[src/design/assert_macros.svh]
// Assertion macros shared by the retransmit window tracker RTL.
`ifndef ASSERT_MACROS_SVH
`define ASSERT_MACROS_SVH

// Same-cycle implication, disabled while reset is asserted.
`define ASSERT_IMPL(label, clk, rst_n, ante, cons, msg) \
  label: assert property (@(posedge clk) disable iff (!rst_n) (ante) |-> (cons)) \
    else $error(msg);

// Next-cycle implication, disabled while reset is asserted.
`define ASSERT_NEXT(label, clk, rst_n, ante, cons, msg) \
  label: assert property (@(posedge clk) disable iff (!rst_n) (ante) |=> (cons)) \
    else $error(msg);

`endif

[src/design/rwt_pkg.sv]
// Shared constants, codes and control/status types of the retransmit window tracker.
package rwt_pkg;

  localparam int WINDOW_DEPTH = 16;
  localparam int IDX_W        = (WINDOW_DEPTH > 1) ? $clog2(WINDOW_DEPTH) : 1;
  localparam int CNT_W        = $clog2(WINDOW_DEPTH + 1);

  localparam int SEQ_W  = 32;
  localparam int TIME_W = 32;
  localparam int TMO_W  = 16;
  localparam int MODE_W = 2;
  localparam int KIND_W = 2;

  localparam logic [TMO_W-1:0] TIMEOUT_RESET = 16'd1000;

  // input item modes
  localparam logic [MODE_W-1:0] MODE_SEND = 2'd0;
  localparam logic [MODE_W-1:0] MODE_ACK  = 2'd1;
  localparam logic [MODE_W-1:0] MODE_TICK = 2'd2;

  // result kinds
  localparam logic [KIND_W-1:0] KIND_TRANSMIT   = 2'd0;
  localparam logic [KIND_W-1:0] KIND_RETRANSMIT = 2'd1;
  localparam logic [KIND_W-1:0] KIND_FULL       = 2'd2;

  typedef struct packed {
    logic capture;      // latch the input beat
    logic send;         // append (or reject) and emit one result
    logic ack_cmp;      // compare window against acked seq
    logic ack_shift;    // remove first match, compact
    logic flush_start;  // clear the resend index
    logic flush_step;   // emit one retransmit, restamp that entry
  } ctrl_cmd_t;

  typedef struct packed {
    logic [MODE_W-1:0] mode;
    logic              empty;
    logic              late;
    logic              slot_free;
    logic              flush_last;
  } dp_stat_t;

endpackage

[src/design/rwt_in_if.sv]
// Input channel of the retransmit window tracker: valid/ready plus item payload.
interface rwt_in_if;
  logic                       valid;
  logic                       ready;
  logic [rwt_pkg::MODE_W-1:0] mode;
  logic [rwt_pkg::SEQ_W-1:0]  seq_id;
  logic [rwt_pkg::TIME_W-1:0] now_ms;

  modport source (output valid, mode, seq_id, now_ms, input ready);
  modport sink   (input valid, mode, seq_id, now_ms, output ready);
endinterface

[src/design/rwt_out_if.sv]
// Result channel of the retransmit window tracker: valid/ready plus result payload.
interface rwt_out_if;
  logic                       valid;
  logic                       ready;
  logic [rwt_pkg::KIND_W-1:0] kind;
  logic [rwt_pkg::SEQ_W-1:0]  out_seq;
  logic                       last;

  modport source (output valid, kind, out_seq, last, input ready);
  modport sink   (input valid, kind, out_seq, last, output ready);
endinterface

[src/design/retransmit_window_tracker_unit.sv]
// A send is captured, then executed, loading its transmit/full beat into the result register
// (waiting in exec while out stalls); an ack compares, then compacts, with no beat; a tick that
// is not late gives none. A new item is taken only back in idle; a late tick holds the input
// for its resend sweep, one retransmit beat per cycle off the single result register, fewer
// while out stalls. Reset: rst_n synchronous, active low; empties the window, sets timeout to
// 1000 ms, drops any pending result. Window storage is not cleared; only filled entries are used.
module retransmit_window_tracker_unit (
  input  logic                      clk,
  input  logic                      rst_n,
  rwt_in_if.sink                    in_ch,
  rwt_out_if.source                 out_ch,
  input  logic                      cfg_we,
  input  logic [rwt_pkg::TMO_W-1:0] cfg_wdata
);

  rwt_pkg::ctrl_cmd_t cmd;
  rwt_pkg::dp_stat_t  stat;
  logic               in_ready_w;

  // Controller: idle -> exec, then back to idle, or via ack compaction or a per-entry resend sweep.
  // Input is held off while reset is asserted.
  rwt_ctrl u_ctrl (
    .clk      (clk),
    .rst_n    (rst_n),
    .in_valid (in_ch.valid),
    .in_ready (in_ready_w),
    .stat     (stat),
    .cmd      (cmd)
  );

  assign in_ch.ready = in_ready_w;

  // Datapath: window registers, parallel ack compare, age check, result register.
  rwt_dp u_dp (
    .clk       (clk),
    .rst_n     (rst_n),
    .cmd       (cmd),
    .stat      (stat),
    .in_mode   (in_ch.mode),
    .in_seq_id (in_ch.seq_id),
    .in_now_ms (in_ch.now_ms),
    .cfg_we    (cfg_we),
    .cfg_wdata (cfg_wdata),
    .out_ch    (out_ch)
  );

endmodule

[src/design/rwt_ctrl.sv]
// Controller state machine of the retransmit window tracker.
`include "assert_macros.svh"

module rwt_ctrl (
  input  logic               clk,
  input  logic               rst_n,
  input  logic               in_valid,
  output logic               in_ready,
  input  rwt_pkg::dp_stat_t  stat,
  output rwt_pkg::ctrl_cmd_t cmd
);

  typedef enum logic [1:0] {S_IDLE, S_EXEC, S_SHIFT, S_FLUSH} state_t;

  state_t state_r, state_nxt;

  always_comb begin
    state_nxt = state_r;
    cmd       = '0;
    in_ready  = rst_n && (state_r == S_IDLE);
    unique case (state_r)
      S_IDLE: begin
        if (in_valid && in_ready) begin
          cmd.capture = 1'b1;
          state_nxt   = S_EXEC;
        end
      end
      S_EXEC: begin
        unique case (stat.mode)
          rwt_pkg::MODE_SEND: begin
            if (stat.slot_free) begin
              cmd.send  = 1'b1;
              state_nxt = S_IDLE;
            end
          end
          rwt_pkg::MODE_ACK: begin
            cmd.ack_cmp = 1'b1;
            state_nxt   = S_SHIFT;
          end
          rwt_pkg::MODE_TICK: begin
            if (!stat.empty && stat.late) begin
              cmd.flush_start = 1'b1;
              state_nxt       = S_FLUSH;
            end else begin
              state_nxt = S_IDLE;
            end
          end
          default: state_nxt = S_IDLE;
        endcase
      end
      S_SHIFT: begin
        cmd.ack_shift = 1'b1;
        state_nxt     = S_IDLE;
      end
      S_FLUSH: begin
        if (stat.slot_free) begin
          cmd.flush_step = 1'b1;
          if (stat.flush_last) begin
            state_nxt = S_IDLE;
          end
        end
      end
      default: state_nxt = S_IDLE;
    endcase
  end

  always_ff @(posedge clk) begin
    if (!rst_n) begin
      state_r <= S_IDLE;
    end else begin
      state_r <= state_nxt;
    end
  end

  `ASSERT_NEXT(a_shift_follows_cmp, clk, rst_n, cmd.ack_cmp, state_r == S_SHIFT, "ack compaction did not follow compare")
  `ASSERT_IMPL(a_flush_only_nonempty, clk, rst_n, cmd.flush_start, !stat.empty && stat.mode == rwt_pkg::MODE_TICK, "resend started without a late tick on a filled window")

endmodule

[src/design/rwt_dp.sv]
// Datapath of the retransmit window tracker: window storage, compare, age check, result register.
`include "assert_macros.svh"

module rwt_dp (
  input  logic                       clk,
  input  logic                       rst_n,
  input  rwt_pkg::ctrl_cmd_t         cmd,
  output rwt_pkg::dp_stat_t          stat,
  input  logic [rwt_pkg::MODE_W-1:0] in_mode,
  input  logic [rwt_pkg::SEQ_W-1:0]  in_seq_id,
  input  logic [rwt_pkg::TIME_W-1:0] in_now_ms,
  input  logic                       cfg_we,
  input  logic [rwt_pkg::TMO_W-1:0]  cfg_wdata,
  rwt_out_if.source                  out_ch
);

  // captured item
  logic [rwt_pkg::MODE_W-1:0] mode_r;
  logic [rwt_pkg::SEQ_W-1:0]  seq_r;
  logic [rwt_pkg::TIME_W-1:0] now_r;

  // window storage, oldest at index 0
  logic [rwt_pkg::SEQ_W-1:0]  entry_seq_r  [rwt_pkg::WINDOW_DEPTH];
  logic [rwt_pkg::TIME_W-1:0] entry_time_r [rwt_pkg::WINDOW_DEPTH];
  logic [rwt_pkg::CNT_W-1:0]  count_r;

  logic [rwt_pkg::TMO_W-1:0]  timeout_r;
  logic                       hit_r;
  logic [rwt_pkg::IDX_W-1:0]  pos_r;
  logic [rwt_pkg::IDX_W-1:0]  flush_idx_r;

  logic                       out_valid_r;
  logic [rwt_pkg::KIND_W-1:0] out_kind_r;
  logic [rwt_pkg::SEQ_W-1:0]  out_seq_r;
  logic                       out_last_r;

  logic                              full;
  logic                              empty;
  logic [rwt_pkg::TIME_W-1:0]        age;
  logic                              late;
  logic                              slot_free;
  logic                              flush_last;
  logic [rwt_pkg::WINDOW_DEPTH-1:0]  match;
  logic                              hit;
  logic [rwt_pkg::IDX_W-1:0]         pos;
  logic [rwt_pkg::IDX_W-1:0]         wr_idx;

  assign full       = (count_r == rwt_pkg::CNT_W'(rwt_pkg::WINDOW_DEPTH));
  assign empty      = (count_r == '0);
  assign age        = now_r - entry_time_r[0];
  assign late       = (age > rwt_pkg::TIME_W'(timeout_r));
  assign slot_free  = !out_valid_r || out_ch.ready;
  assign flush_last = ((rwt_pkg::CNT_W'(flush_idx_r) + rwt_pkg::CNT_W'(1)) == count_r);
  assign wr_idx     = count_r[rwt_pkg::IDX_W-1:0];

  // parallel compare against live entries, lowest match wins
  always_comb begin
    for (int i = 0; i < rwt_pkg::WINDOW_DEPTH; i++) begin
      match[i] = (rwt_pkg::CNT_W'(i) < count_r) && (entry_seq_r[i] == seq_r);
    end
    hit = |match;
    pos = '0;
    for (int i = rwt_pkg::WINDOW_DEPTH - 1; i >= 0; i--) begin
      if (match[i]) begin
        pos = rwt_pkg::IDX_W'(i);
      end
    end
  end

  always_comb begin
    stat.mode       = mode_r;
    stat.empty      = empty;
    stat.late       = late;
    stat.slot_free  = slot_free;
    stat.flush_last = flush_last;
  end

  always_ff @(posedge clk) begin
    if (cmd.capture) begin
      mode_r <= in_mode;
      seq_r  <= in_seq_id;
      now_r  <= in_now_ms;
    end
  end

  always_ff @(posedge clk) begin
    if (cmd.send && !full) begin
      entry_seq_r[wr_idx]  <= seq_r;
      entry_time_r[wr_idx] <= now_r;
    end
    if (cmd.ack_shift && hit_r) begin
      for (int j = 0; j < rwt_pkg::WINDOW_DEPTH - 1; j++) begin
        if (rwt_pkg::IDX_W'(j) >= pos_r) begin
          entry_seq_r[j]  <= entry_seq_r[j+1];
          entry_time_r[j] <= entry_time_r[j+1];
        end
      end
    end
    if (cmd.flush_step) begin
      entry_time_r[flush_idx_r] <= now_r;
    end
  end

  always_ff @(posedge clk) begin
    if (!rst_n) begin
      count_r     <= '0;
      timeout_r   <= rwt_pkg::TIMEOUT_RESET;
      hit_r       <= 1'b0;
      pos_r       <= '0;
      flush_idx_r <= '0;
    end else begin
      if (cfg_we) begin
        timeout_r <= cfg_wdata;
      end
      if (cmd.send && !full) begin
        count_r <= count_r + rwt_pkg::CNT_W'(1);
      end else if (cmd.ack_shift && hit_r) begin
        count_r <= count_r - rwt_pkg::CNT_W'(1);
      end
      if (cmd.ack_cmp) begin
        hit_r <= hit;
        pos_r <= pos;
      end
      if (cmd.flush_start) begin
        flush_idx_r <= '0;
      end else if (cmd.flush_step) begin
        flush_idx_r <= flush_idx_r + rwt_pkg::IDX_W'(1);
      end
    end
  end

  // result register
  always_ff @(posedge clk) begin
    if (!rst_n) begin
      out_valid_r <= 1'b0;
    end else if (cmd.send || cmd.flush_step) begin
      out_valid_r <= 1'b1;
    end else if (out_ch.ready) begin
      out_valid_r <= 1'b0;
    end
  end

  always_ff @(posedge clk) begin
    if (cmd.send) begin
      out_kind_r <= full ? rwt_pkg::KIND_FULL : rwt_pkg::KIND_TRANSMIT;
      out_seq_r  <= seq_r;
      out_last_r <= 1'b1;
    end else if (cmd.flush_step) begin
      out_kind_r <= rwt_pkg::KIND_RETRANSMIT;
      out_seq_r  <= entry_seq_r[flush_idx_r];
      out_last_r <= flush_last;
    end
  end

  assign out_ch.valid   = out_valid_r;
  assign out_ch.kind    = out_kind_r;
  assign out_ch.out_seq = out_seq_r;
  assign out_ch.last    = out_last_r;

  `ASSERT_IMPL(a_count_bound, clk, rst_n, 1'b1, count_r <= rwt_pkg::CNT_W'(rwt_pkg::WINDOW_DEPTH), "window count above depth")
  `ASSERT_NEXT(a_send_grows, clk, rst_n, cmd.send && !full, count_r == $past(count_r) + rwt_pkg::CNT_W'(1), "accepted send did not grow window")
  `ASSERT_IMPL(a_load_has_slot, clk, rst_n, cmd.send || cmd.flush_step, slot_free, "result loaded over an untaken result")

endmodule
[src/flat_wrapper.sv]
// flat-port wrapper written by rule: the top's interface ports become plain ports
module retransmit_window_tracker_unit_flat 
  (clk, rst_n, cfg_we, cfg_wdata, in_ch_valid, in_ch_mode, in_ch_seq_id, in_ch_now_ms, in_ch_ready, out_ch_valid, out_ch_kind, out_ch_out_seq, out_ch_last, out_ch_ready);
  rwt_in_if in_ch_i ();
  rwt_out_if out_ch_i ();
  input  logic clk;
  input  logic rst_n;
  input  logic cfg_we;
  input  logic [rwt_pkg::TMO_W-1:0] cfg_wdata;
  input wire logic [$bits(in_ch_i.valid)-1:0] in_ch_valid;
  input wire logic [$bits(in_ch_i.mode)-1:0] in_ch_mode;
  input wire logic [$bits(in_ch_i.seq_id)-1:0] in_ch_seq_id;
  input wire logic [$bits(in_ch_i.now_ms)-1:0] in_ch_now_ms;
  output wire logic [$bits(in_ch_i.ready)-1:0] in_ch_ready;
  output wire logic [$bits(out_ch_i.valid)-1:0] out_ch_valid;
  output wire logic [$bits(out_ch_i.kind)-1:0] out_ch_kind;
  output wire logic [$bits(out_ch_i.out_seq)-1:0] out_ch_out_seq;
  output wire logic [$bits(out_ch_i.last)-1:0] out_ch_last;
  input wire logic [$bits(out_ch_i.ready)-1:0] out_ch_ready;
  assign in_ch_i.valid = in_ch_valid;
  assign in_ch_i.mode = in_ch_mode;
  assign in_ch_i.seq_id = in_ch_seq_id;
  assign in_ch_i.now_ms = in_ch_now_ms;
  assign in_ch_ready = in_ch_i.ready;
  assign out_ch_valid = out_ch_i.valid;
  assign out_ch_kind = out_ch_i.kind;
  assign out_ch_out_seq = out_ch_i.out_seq;
  assign out_ch_last = out_ch_i.last;
  assign out_ch_i.ready = out_ch_ready;
  retransmit_window_tracker_unit u_core (.clk(clk), .rst_n(rst_n), .in_ch(in_ch_i), .out_ch(out_ch_i), .cfg_we(cfg_we), .cfg_wdata(cfg_wdata));
endmodule
[config.mk]
export PLATFORM = sky130hd
export DESIGN_NAME = retransmit_window_tracker_unit_flat
export DESIGN_NICKNAME = d
export VERILOG_FILES = /design/src/design/rwt_pkg.sv /design/src/design/rwt_in_if.sv /design/src/design/rwt_out_if.sv /design/src/design/retransmit_window_tracker_unit.sv /design/src/design/rwt_ctrl.sv /design/src/design/rwt_dp.sv /design/src/flat_wrapper.sv
export VERILOG_INCLUDE_DIRS = /design/src /design/src/design
export SDC_FILE = /design/constraint.sdc
export NUM_CORES = 2
export LEC_CHECK = 0
export BUFFER_PORTS_ARGS = -buffer_cell sky130_fd_sc_hd__buf_4
export CAP_MARGIN = 15
export CORE_MARGIN = 2
export CORE_UTILIZATION = 54
export CTS_CLUSTER_SIZE = 40
export DETAILED_ROUTE_END_ITERATION = 8
export GPL_TIMING_DRIVEN = 0
export PLACE_DENSITY_LB_ADDON = 0.1
export SLEW_MARGIN = 15
export SYNTH_ARGS = -nofsm -noshare
export SYNTH_HDL_FRONTEND = slang
export SYNTH_HIERARCHICAL = 1
export SYNTH_SLANG_ARGS = --single-unit
[constraint.sdc]
create_clock -name clk -period 6.6 [get_ports clk]
set_input_delay 1.32 -clock clk [delete_from_list [all_inputs] [get_ports clk]]
set_output_delay 1.32 -clock clk [all_outputs]
set_load 0.005 [all_outputs]
[Yosys cells after proc, flatten, opt, wreduce, memory -nomap -nowiden]
Memory sizes are Yosys's and may differ from the RTL's. A register that Yosys moved wholly into a read port is not among the register bits.
Cells that the tools add are included.
Cells by class
  $add $sub $neg: 5
  magnitude comparators: 32
  eq/ne operators: 27
  multiplexer cells: 103
  bitwise gates (word level): 1
  reductions and logical operators: 38
Operators by type and width (number)
  $eq 32x32->1: 16
  $mux 32: 5
  $reduce_or 32->1: 3
  $mux 4: 21
  $mux 1: 64
  $lt 4x5->1 const A: 8
  $gt 32x16->1: 1
  $sub 32x32->32: 1
  $ge 4x4->1 const A: 7
  $logic_and 1x1->1: 21
  $lt 3x5->1 const A: 4
  $mux 2: 9
  $ge 3x4->1 const A: 4
  $reduce_or 16->1: 1
  $lt 1x5->1 const A: 2
  $lt 2x5->1 const A: 2
  $mux 5: 2
  $ge 1x4->1 const A: 2
  $ge 2x4->1 const A: 2
  $pmux 2 s4: 1
  $eq 2x2->1 const B: 3
  $pmux 2 s3: 1
  $reduce_bool 2->1: 3
  $add 4x1->5 const B: 1
  other kinds (16): 22
Storage, ports and cells
  register bits after elaboration: 134
  bits in writable memories: 1024
  input bits: 87
  output and inout bits: 37
  word-level logic and storage cells: 221
  memories: 2
Memories
  u_core.u_dp.entry_seq_r: depth 16, bits a word 32, rd ports 17, clocked after Yosys merged registers in 1, wr ports 15, line rwt_dp.sv:23  | logic [rwt_pkg::SEQ_W-1:0] entry_seq_r [rwt_pkg::WINDOW_DEPTH];
  u_core.u_dp.entry_time_r: depth 16, bits a word 32, rd ports 16, clocked after Yosys merged registers in 0, wr ports 15, line rwt_dp.sv:24  | logic [rwt_pkg::TIME_W-1:0] entry_time_r [rwt_pkg::WINDOW_DEPTH];

[Depth between registers and ports, before layout]
  depth after elaboration: 18
  gate-level depth with buffers: 27
  depth with buffers taken out: 26

[By module]
Netlist, hierarchy kept.
By module, submodules not included
  rwt_dp: instances 1, cells an instance 4267, area each 60244.0 um^2, sequential area each 34473.1 um^2
  rwt_ctrl: instances 1, cells an instance 25, area each 226.5 um^2, sequential area each 40.0 um^2

[Worst setup path before layout]
Ideal clock, no wire load.
  kind: input to register
  start point: input port out_ch_ready
  end point: memory u_core/u_dp/entry_time_r[7][0] (netlist bit), enable pin
  setup time: 0.394 ns
  arrival time: 5.816 ns
  required time: 6.206 ns
  setup slack: 0.391 ns
  cell stages on the path: 8
  path buffers: 1
  cells stage by stage: nand2b_1 buf_4 and3_2 clkinv_1 a31oi_1 nand2_1 o21ai_0 nand2b_1
RTL lines
  start: declaration: line flat_wrapper.sv:19  | input wire logic [$bits(out_ch_i.ready)-1:0] out_ch_ready;
  end: declaration: line rwt_dp.sv:24

==> impl_metrics.tcl <==
set metrics [dict create \
    antenna_found_initial 13 \
    synth_cell_types 90 \
    clkPwrFrac 0.445 \
    grt_pass1_wl_um 266000 \
    cts_tree "yes" \
    intPower_uw 12700 \
    crit_path_top_delay_cell "edfxtp_1" \
    io_pins 124 \
    track_usage 0.329 \
    synth_edf_count 1124 \
    placed_cells 5937 \
    synth_nets 4439 \
    synth_area_um2 60500 \
    period_share 0.912 \
    power_frac_comb 0.056 \
    slew_viol_final 0 \
    start_util 0.546 \
    port_buffers 122 \
    dieArea_um2 115000 \
    max_freq_mhz 166 \
    post-cts-setup-buffers 0 \
    path_buf_inv 1 \
    fin_skew_ns 0.0257 \
    die_h_um 339 \
    hpwl_um 148000 \
    grt_max_degree 68 \
    ys.flop_type "edfxtp_1" \
    path_class "reg2reg" \
    layout.nets 4732 \
    drive_above_1_share 0.321 \
    cpLargestDelayFamily "simple AND/OR/NAND/NOR gates" \
    path_clk_slew_ns 0.06 \
    drc_errors 0 \
    wl_um 190000 \
    drtIter0Drc 5059 \
    rsz0062_at_grt "false" \
    min_path_type "reg2reg" \
    cp_max_fo 9 \
    p_switching_uw 3660 \
    post_drt_wl_per_cell_um 30.8 \
    worstPathRequired_ns 7.29 \
    crit_path_start_kind "register" \
    async_reset_ff_frac 0 \
    synth_seq_cells 1162 \
    slew-limit-headroom 0.173 \
    powerDensity_nw_per_um2 238 \
    cp.arrival_ns 6.71 \
    rows 122 \
    ant_nets 0 \
    synth-seq-area-share 0.571 \
    clockBufferDepth 3 \
    clk_latency_ns 0.77 \
    postCtsHoldBufs 0 \
    period_needed_ns 6.02 \
    power_leakage_uw 0.0236 \
    end_kind "register" \
    tightest_slew_ns 1.24 \
    power_uw 16300 \
    synthCells 4292 \
    drt_pass1_iterations 6 \
    via_per_inst 6.22 \
    vdd_drop_max_mv 0.254 \
    outcome "finished, final reports clean" \
    p_seq_frac 0.500 \
    grt_pass1_vias 36600 \
    hold_viol_final 0 \
    avgSynthCellArea_um2 14.1 \
    slowest_delay_ns 0.77 \
    ctsResizeCount 0 \
    setup_viol 0 \
    fp.dieW_um 339 \
    cts_sinks 1162 \
    cts-htree-levels 4 \
    grt_overflow 0 \
    p_sw_frac 0.224 \
    fin_cells 6178 \
    core_area_um2 111000 \
    syn2layout_area_growth_pct 13.4 \
    drv_cap 0 \
    cts_buffers 134 \
    yosysWarnings 6 \
    globalplace.congestion 1.01 \
    root_buffer "clkbuf_16" \
    vias 38500 \
]
## final timing paths
path,to,start,depth (start not counted),slack (ns)
max,u_core/u_dp/flush_idx_r[1]$_SDFFE_PP0P_,u_core/u_dp/now_r[1]$_DFFE_PP_,26,0.58
min,u_core/u_dp/entry_seq_r[15][26]$_DFFE_PP_,u_core/u_dp/seq_r[26]$_DFFE_PP_,0,0.44
max reg2reg,u_core/u_dp/flush_idx_r[1]$_SDFFE_PP0P_,u_core/u_dp/now_r[1]$_DFFE_PP_,26,0.58
min reg2reg,u_core/u_dp/entry_seq_r[15][26]$_DFFE_PP_,u_core/u_dp/seq_r[26]$_DFFE_PP_,0,0.44
## per-layer routing
metal / track usage / up-vias / wire length [um]
li1: - / 16500 / -
met1: 0.485 / 19500 / 80400
met2: 0.466 / 2121 / 79900
met3: 0.0914 / 328 / 22700
met4: 0.114 / 4 / 7040
met5: 0 / - / 27
## power by group through the flow
stage	clock, uW	combinational, uW	sequential, uW
floorplan	0	566	8280
global placement	0	862	8310
detailed placement	0	880	8310
CTS	7370	885	8150
global route	7650	959	8150
finish	7250	906	8150
## cell usage in the layout, fill, tap and decap left out, types with 92 or more instances in the layout
| cell type | n |
|---|---|
| edfxtp_1 | 1124 |
| mux2_2 | 824 |
| nand2_1 | 555 |
| xor2_1 | 327 |
| xnor2_1 | 217 |
| clkbuf_1 | 211 |
| mux4_2 | 160 |
| buf_4 | 146 |
| clkbuf_16 | 140 |
| nor4_1 | 92 |
## stage by stage
| step | area [um2] | worst slack (ns) | setup TNS [ns] | hold slack [ns] | util |
|---|---|---|---|---|---|
| after detailed placement | 64300 | 0.585 | 0 | 0.430 | 0.580 |
| after CTS | 68600 | 0.563 | 0 | 0.444 | 0.619 |
| final | 68600 | 0.578 | 0 | 0.442 | 0.619 |
| after global routing | 68600 | 0.0590 | 0 | 0.454 | 0.619 |
| after floorplan | 60500 | 0.391 | 0 | 0.421 | - |
| after global placement | 63200 | -3.57 | -1985.78 | 0.425 | 0.571 |
## layout make-up
cell class,instances,area (um2)
fill,8709,42200
sequential,1162,34500
multi-input combinational,2711,24300
clock buffer,169,3640
tap,1488,1860
timing repair buffer,157,1800
buffer,347,1590
clock inverter,70,607
inverter,72,270
antenna,2,5.00
## worst register-to-register path, delay by kind of cell, from the launching register on
| kind | cells | cell delay, ns |
|---|---|---|
| flip-flops | 1 | 0.77 |
| XOR/XNOR | 1 | 0.17 |
| AND/OR/NAND/NOR | 13 | 2.21 |
| buffers and inverters | 1 | 0.18 |
| AO/OA/AOI/OAI | 9 | 1.97 |
| adder cells (fa/ha/maj) | 2 | 0.65 |
## synth_stat cells (3+ instances only)
cell type,number,area (um2)
nor2_1,54,203
o21a_1,5,37.5
mux2i_1,14,140
a21oi_1,44,220
a31oi_1,9,56.3
a21o_1,17,128
o211ai_1,13,97.6
a211oi_1,4,30.0
nor2b_1,9,56.3
mux2_2,824,9280
mux2_1,5,56.3
nor4_1,92,576
clkbuf_1,186,698
buf_6,14,158
buf_4,23,173
o2111ai_1,4,35.0
nor4_2,4,50.1
nor3_1,22,110
nand3_1,38,190
xnor2_1,217,1900
inv_1,68,255
xor2_1,327,2860
a31o_2,4,35.0
nand2_1,555,2080
buf_2,79,395
nand2b_1,32,200
nand4_1,70,438
or2_1,3,18.8
and2_1,4,25.0
mux4_2,160,3600
ha_1,59,738
o21ai_0,41,205
nand3b_1,4,30.0
buf_1,45,169
dfxtp_1,38,761
edfxtp_1,1124,33800
and3_2,3,22.5
and2_2,3,22.5
and3_1,8,50.1
## kinds of logic after synthesis
| logic type | after synthesis | share of synthesized area |
|---|---|---|
| compound gates | 181 | 0.0203 |
| fa+ha+maj | 60 | 0.0125 |
| xor+xnor | 544 | 0.0788 |
| flops | 1162 | 0.571 |
| mux | 1003 | 0.216 |
| simple gates | 923 | 0.0705 |
| buf+inv | 419 | 0.0308 |
## state kept, by name, summed over array words and instances (netlist names), named ones only
signal / count
u_core/u_dp/out_ch.kind: 2
u_core/u_dp/out_ch.out_seq: 32
u_core/u_dp/hit_r: 1
u_core/u_dp/out_ch.last: 1
u_core/u_dp/timeout_r: 16
u_core/u_dp/mode_r: 2
u_core/u_dp/now_r: 32
u_core/u_dp/entry_time_r: 512
u_core/u_dp/count_r: 5
u_core/u_dp/out_ch.valid: 1
u_core/u_dp/flush_idx_r: 4
u_core/u_dp/seq_r: 32
u_core/u_ctrl/state_r: 2
u_core/u_dp/entry_seq_r: 512
u_core/u_dp/pos_r: 4
Power figures use the tool's default switching activity.
